### src/hw/rtl/assert_macros.svh
// Assertion macros shared by the offset fit block.
`ifndef ASSERT_MACROS_SVH
`define ASSERT_MACROS_SVH

// Condition cons must hold in the same cycle as ante.
`define RBSOF_ASSERT_IMPL(label, clk, rstn, ante, cons) \
    label: assert property (@(posedge clk) disable iff (!rstn) (ante) |-> (cons)) \
        else $error("same-cycle check failed");

// Condition cons must hold in the cycle after ante.
`define RBSOF_ASSERT_NEXT(label, clk, rstn, ante, cons) \
    label: assert property (@(posedge clk) disable iff (!rstn) (ante) |=> (cons)) \
        else $error("next-cycle check failed");

`endif

### src/hw/rtl/rbsof_pkg.sv
// Types and constants shared by the offset fit block.
`timescale 1ns / 1ps
package rbsof_pkg;

    localparam int CFG_IDX_W = 4;
    localparam int CFG_DATA_W = 8;

    localparam logic [CFG_IDX_W-1:0] CFG_REG_OWN_NODE_ID = 4'd0;
    localparam logic [CFG_IDX_W-1:0] CFG_REG_TIME_SHIFT  = 4'd1;

    localparam logic [2:0] OWN_NODE_ID_RESET = 3'd1;
    localparam logic [4:0] TIME_SHIFT_RESET  = 5'd10;

    localparam logic [23:0] X_MAX = 24'hFFFFFF;

    // One peer report waiting for the arithmetic side.
    typedef struct packed {
        logic [2:0]  sender;
        logic [63:0] remote;
        logic [63:0] latched;
    } rbsof_job_t;

endpackage

### src/hw/rtl/rbsof_front.sv
// Input side: takes items, latches beacon times and queues peer reports.
`timescale 1ns / 1ps
`include "assert_macros.svh"
module rbsof_front
    import rbsof_pkg::*;
#(
    parameter int NUM_PEERS = 8
) (
    input  logic         aclk,
    input  logic         aresetn,
    input  logic [2:0]   own_node_id_i,
    input  logic         s_tvalid,
    output logic         s_tready,
    input  logic [135:0] s_tdata,
    input  logic         s_tuser,
    output rbsof_job_t   job_o,
    output logic         job_valid_o,
    input  logic         job_pop_i
);

    logic [63:0] latched_reg;
    rbsof_job_t  ent_reg [2];
    logic        wp_reg;
    logic        rp_reg;
    logic [1:0]  cnt_reg;
    logic [1:0]  cnt_next;
    logic        accept;
    logic        push;
    logic [2:0]  sender;

    assign sender   = s_tdata[2:0];
    assign s_tready = (cnt_reg != 2'd2);
    assign accept   = s_tvalid & s_tready;
    // Reports from this node or from a sender outside the table are dropped here.
    assign push     = accept & s_tuser & (sender != own_node_id_i)
                      & (32'(sender) < NUM_PEERS);

    assign job_o       = ent_reg[rp_reg];
    assign job_valid_o = (cnt_reg != 2'd0);

    always_comb begin
        cnt_next = cnt_reg;
        if (push && !job_pop_i) begin
            cnt_next = cnt_reg + 2'd1;
        end else if (!push && job_pop_i) begin
            cnt_next = cnt_reg - 2'd1;
        end
    end

    always_ff @(posedge aclk) begin
        if (!aresetn) begin
            latched_reg <= '0;
            wp_reg      <= 1'b0;
            rp_reg      <= 1'b0;
            cnt_reg     <= 2'd0;
        end else begin
            cnt_reg <= cnt_next;
            if (accept && !s_tuser) begin
                latched_reg <= s_tdata[66:3];
            end
            if (push) begin
                wp_reg <= ~wp_reg;
            end
            if (job_pop_i) begin
                rp_reg <= ~rp_reg;
            end
        end
    end

    always_ff @(posedge aclk) begin
        if (push) begin
            ent_reg[wp_reg] <= '{sender: sender, remote: s_tdata[130:67],
                                 latched: latched_reg};
        end
    end

    `RBSOF_ASSERT_IMPL(a_pop_not_empty, aclk, aresetn, job_pop_i, cnt_reg != 2'd0)

endmodule

### config.mk
export PLATFORM = sky130hd
export DESIGN_NAME = rbsof_front
export DESIGN_NICKNAME = d
export VERILOG_FILES = /design/src/hw/rtl/rbsof_pkg.sv /design/src/hw/rtl/rbsof_front.sv
export VERILOG_INCLUDE_DIRS = /design/src /design/src/hw/rtl
export SDC_FILE = /design/constraint.sdc
export NUM_CORES = 1
export LEC_CHECK = 0
export ABC_AREA = 0
export BUFFER_PORTS_ARGS = -buffer_cell sky130_fd_sc_hd__buf_4
export CORE_MARGIN = 1.5
export CORE_UTILIZATION = 47
export CTS_BUF_LIST = sky130_fd_sc_hd__clkbuf_16
export DETAILED_ROUTE_END_ITERATION = 10
export GPL_ROUTABILITY_DRIVEN = 1
export GPL_TIMING_DRIVEN = 0
export PLACE_DENSITY = 0.71
export SETUP_SLACK_MARGIN = 0.4
export SLEW_MARGIN = 20
export SYNTH_ARGS = -nofsm -noshare
export SYNTH_HDL_FRONTEND = slang
export SYNTH_SLANG_ARGS = --single-unit
### constraint.sdc
create_clock -name aclk -period 5.4 [get_ports aclk]
set_input_delay 0.27 -clock aclk [delete_from_list [all_inputs] [get_ports aclk]]
set_output_delay 0.27 -clock aclk [all_outputs]
set_load 0.02 [all_outputs]
==> impl_metrics.py <==
metrics = {
    "grt": {
        "grt_usage_pct": 18.9,
        "antenna_found_initial": 1,
        "gr-total-overflow": 0,
        "grt_max_degree": 91,
        "grt_pass1_wl_um": 38200,
        "grt_pass1_vias": 7409,
    },
    "final_layout": {
        "synthToLayoutAreaGrowth_pct": 36.5,
        "fillers": 1802,
        "fin_nets": 1251,
        "final_util_pct": 65.3,
        "drive_gt1_share_pct": 44.3,
        "largest_reg_flops": 262,
    },
    "cts": {
        "clk_latency_ps": 500,
        "cts-htree-levels": 2,
        "cts_buffers": 34,
        "cts_max_path_buffers": 3,
        "root_buffer": "clkbuf_16",
        "path_clk_slew_ps": 60,
        "post_cts_resized": 0,
        "cts_sinks": 331,
        "cts_tree": "built",
    },
    "logic_synthesis": {
        "yosysUniqueCellTypes": 29,
        "netlist_instances": 718,
        "synth_edf_count": 262,
        "syn_area_per_cell_um2": 16.8,
        "yosysMostFrequentCell": "edfxtp_1",
        "synth-seq-area-share_pct": 76.8,
        "ys_ff_latch": 331,
        "yosysTopAreaCell": "edfxtp_1",
        "synth_top_area_share_pct": 65.3,
        "synthesis.area_um2": 12000,
        "synthArstFlopShare_pct": 0,
        "synthTopCellsByCount": "edfxtp_1 (262), mux2_2 (131), nand2_1 (128)",
        "synth_area_leaders": "edfxtp_1 (65%), mux2_2 (12%), dfxtp_1 (11%)",
        "synth_nets": 863,
        "ys.flop_type": "edfxtp_1",
        "yosys_warnings": 0,
    },
    "pwr": {
        "leakagePower_nw": 6.11,
        "ir_drop_v": 0.000238,
        "finalPower_mw": 5.98,
        "p_per_area_nw_per_um2": 364,
    },
    "critical_path": {
        "worstSetupPathType": "flip-flop to output pin",
        "crit_chain": "clkbuf_1 > buf_2 > buf_4 > mux2_2 > buf_4",
        "cp_slowest_cell": "mux2_2",
        "r2r_cells": 5,
        "startpoint_type": "flip-flop",
        "critPathMaxFanout": 10,
        "crit_arrival_ps": 2120,
        "path_delay_family": "buffers and inverters",
        "cp_common_cell": "buf_4",
        "required_ps": 5130,
        "path_buf_inv": 4,
        "cp.depth": 5,
        "worstSetupEndpointType": "output pin",
        "crit_path_max_incr_delay_ps": 360,
    },
    "routing": {
        "wirelength_um": 25400,
        "route.detailed.drc": 0,
        "first_pass_iters": 4,
        "drtAntennaViolNets": 0,
        "wl_per_cell_um": 17.3,
        "vias": 7131,
        "first_iter_violations": 348,
        "vias_per_cell": 4.87,
    },
    "floorplan": {
        "die_h_um": 163,
        "initial_core_util_pct": 47.8,
        "core_um2": 25200,
        "die_x_um": 163,
        "pin_count": 277,
        "row_count": 58,
        "die_area_um2": 26600,
    },
    "placed_design": {
        "place_ws_ps": 3200,
        "port_buffers": 271,
        "dpl.hpwl_um": 16200,
        "place.gp.congestion": 0.763,
    },
    "sta": {
        "finalMaxSlewViolations": 0,
        "fmax_mhz": 418,
        "min_period_ps": 2390,
        "rsz0062_at_grt": "false",
        "fin_skew_ps": 15.7,
        "setup_ws_ps": 3010,
        "slew_headroom_pct": 48.8,
        "worst_pin_slew_ps": 768,
        "post-route-period-util_pct": 44.3,
        "hold_violations": 0,
        "setup_viol": 0,
        "fin_setup_tns_ps": 0,
    },
    "min_path": {
        "whs_path_depth": 3,
        "min_path_type": "primary input to flip-flop",
    },
    "run_status": {
        "status": "finished, final reports clean",
    },
    "job": {
        "drv_cap": 0,
    },
}
-- worst min-delay path: cells and delay by family --
family,cells,cell delay (ps)
buffers and inverters,1,110
AO/OA/AOI/OAI,1,50
AND/OR/NAND/NOR,1,50
-- cells in the final DEF, fill, tap and decap left out, types with 2 or more instances in the layout --
cell and count:
mux2_2 131, buf_8 6, xor2_1 2, buf_4 280
clkinv_2 4, a21oi_2 18, dfxtp_1 69, nand2_1 128
xnor2_1 4, clkinv_1 6, clkbuf_1 5, dlygate4sd3_1 78
nor2_1 3, clkbuf_16 37, inv_1 15, edfxtp_1 262
buf_16 2, bufinv_16 2, buf_2 14, a21oi_1 48
nand3_1 2
-- layout make-up --
cell class | instances | area [um^2] | share of cell area, %
Timing Repair Buffer | 352 | 2890 | 17.6
Multi-Input combinational cell | 347 | 2520 | 15.3
Antenna cell | 1 | 2.50 | 0.0152
Clock buffer | 37 | 926 | 5.63
Sequential cell | 331 | 9250 | 56.3
Clock inverter | 25 | 156 | 0.951
Inverter | 4 | 22.5 | 0.137
Tap cell | 330 | 413 | 2.51
Buffer | 36 | 262 | 1.59
-- final timing paths --
path | from | to | slack, ps
worst max-delay path | flip-flop | job_o[38] | 3010
worst min register to register | latched_reg[60]$_SDFFE_PN0P_ | ent_reg[0][60]$_DFFE_PP_ | 450
worst min-delay path | s_tdata[17] | latched_reg[14]$_SDFFE_PN0P_ | 20
worst max register to register | cnt_reg[0]$_SDFFE_PN0P_ | ent_reg[0][51]$_DFFE_PP_ | 3220
-- power by group --
| part | switching, mW | leakage, nW | internal [mW] |
|---|---|---|---|
| clock network | 0.898 | 0.581 | 1.33 |
| registers | 0.0417 | 2.94 | 2.89 |
| logic | 0.428 | 2.59 | 0.395 |
| total | 1.37 | 6.11 | 4.61 |
-- layer usage --
layer  global-route usage, %  routed length [um]
met1                    22.1                9880
met2                    33.4               12800
met4                    6.05                 631
met5                       0                   0
met3                    5.51                2040
-- cells by family after synthesis --
group	after synthesis	synth area share [%]
flops	331	76.8
simple gates	141	4.69
mux	131	12.3
compound gates	68	3.41
buf+inv	40	2.30
xor+xnor	6	0.436
fa+ha+maj	1	0.104
-- repair_timing --
action,4_1_cts,5_1_grt
hold buffers,78,0
endpoints found under the hold margin,145,0
buffers inserted,0,0
-- through the flow --
step / instance area (um^2) / std cells / hold slack (ps)
final: 16400 / 1463 / 23.9
after global routing: 16400 / 1463 / 9.83
after CTS: 16400 / 1462 / 1.34
after detailed placement: 14600 / 1322 / 438
after global placement: 14500 / 1319 / 429
after floorplan: 12000 / 718 / 369
No activity file was read; power rests on OpenSTA's default activity.
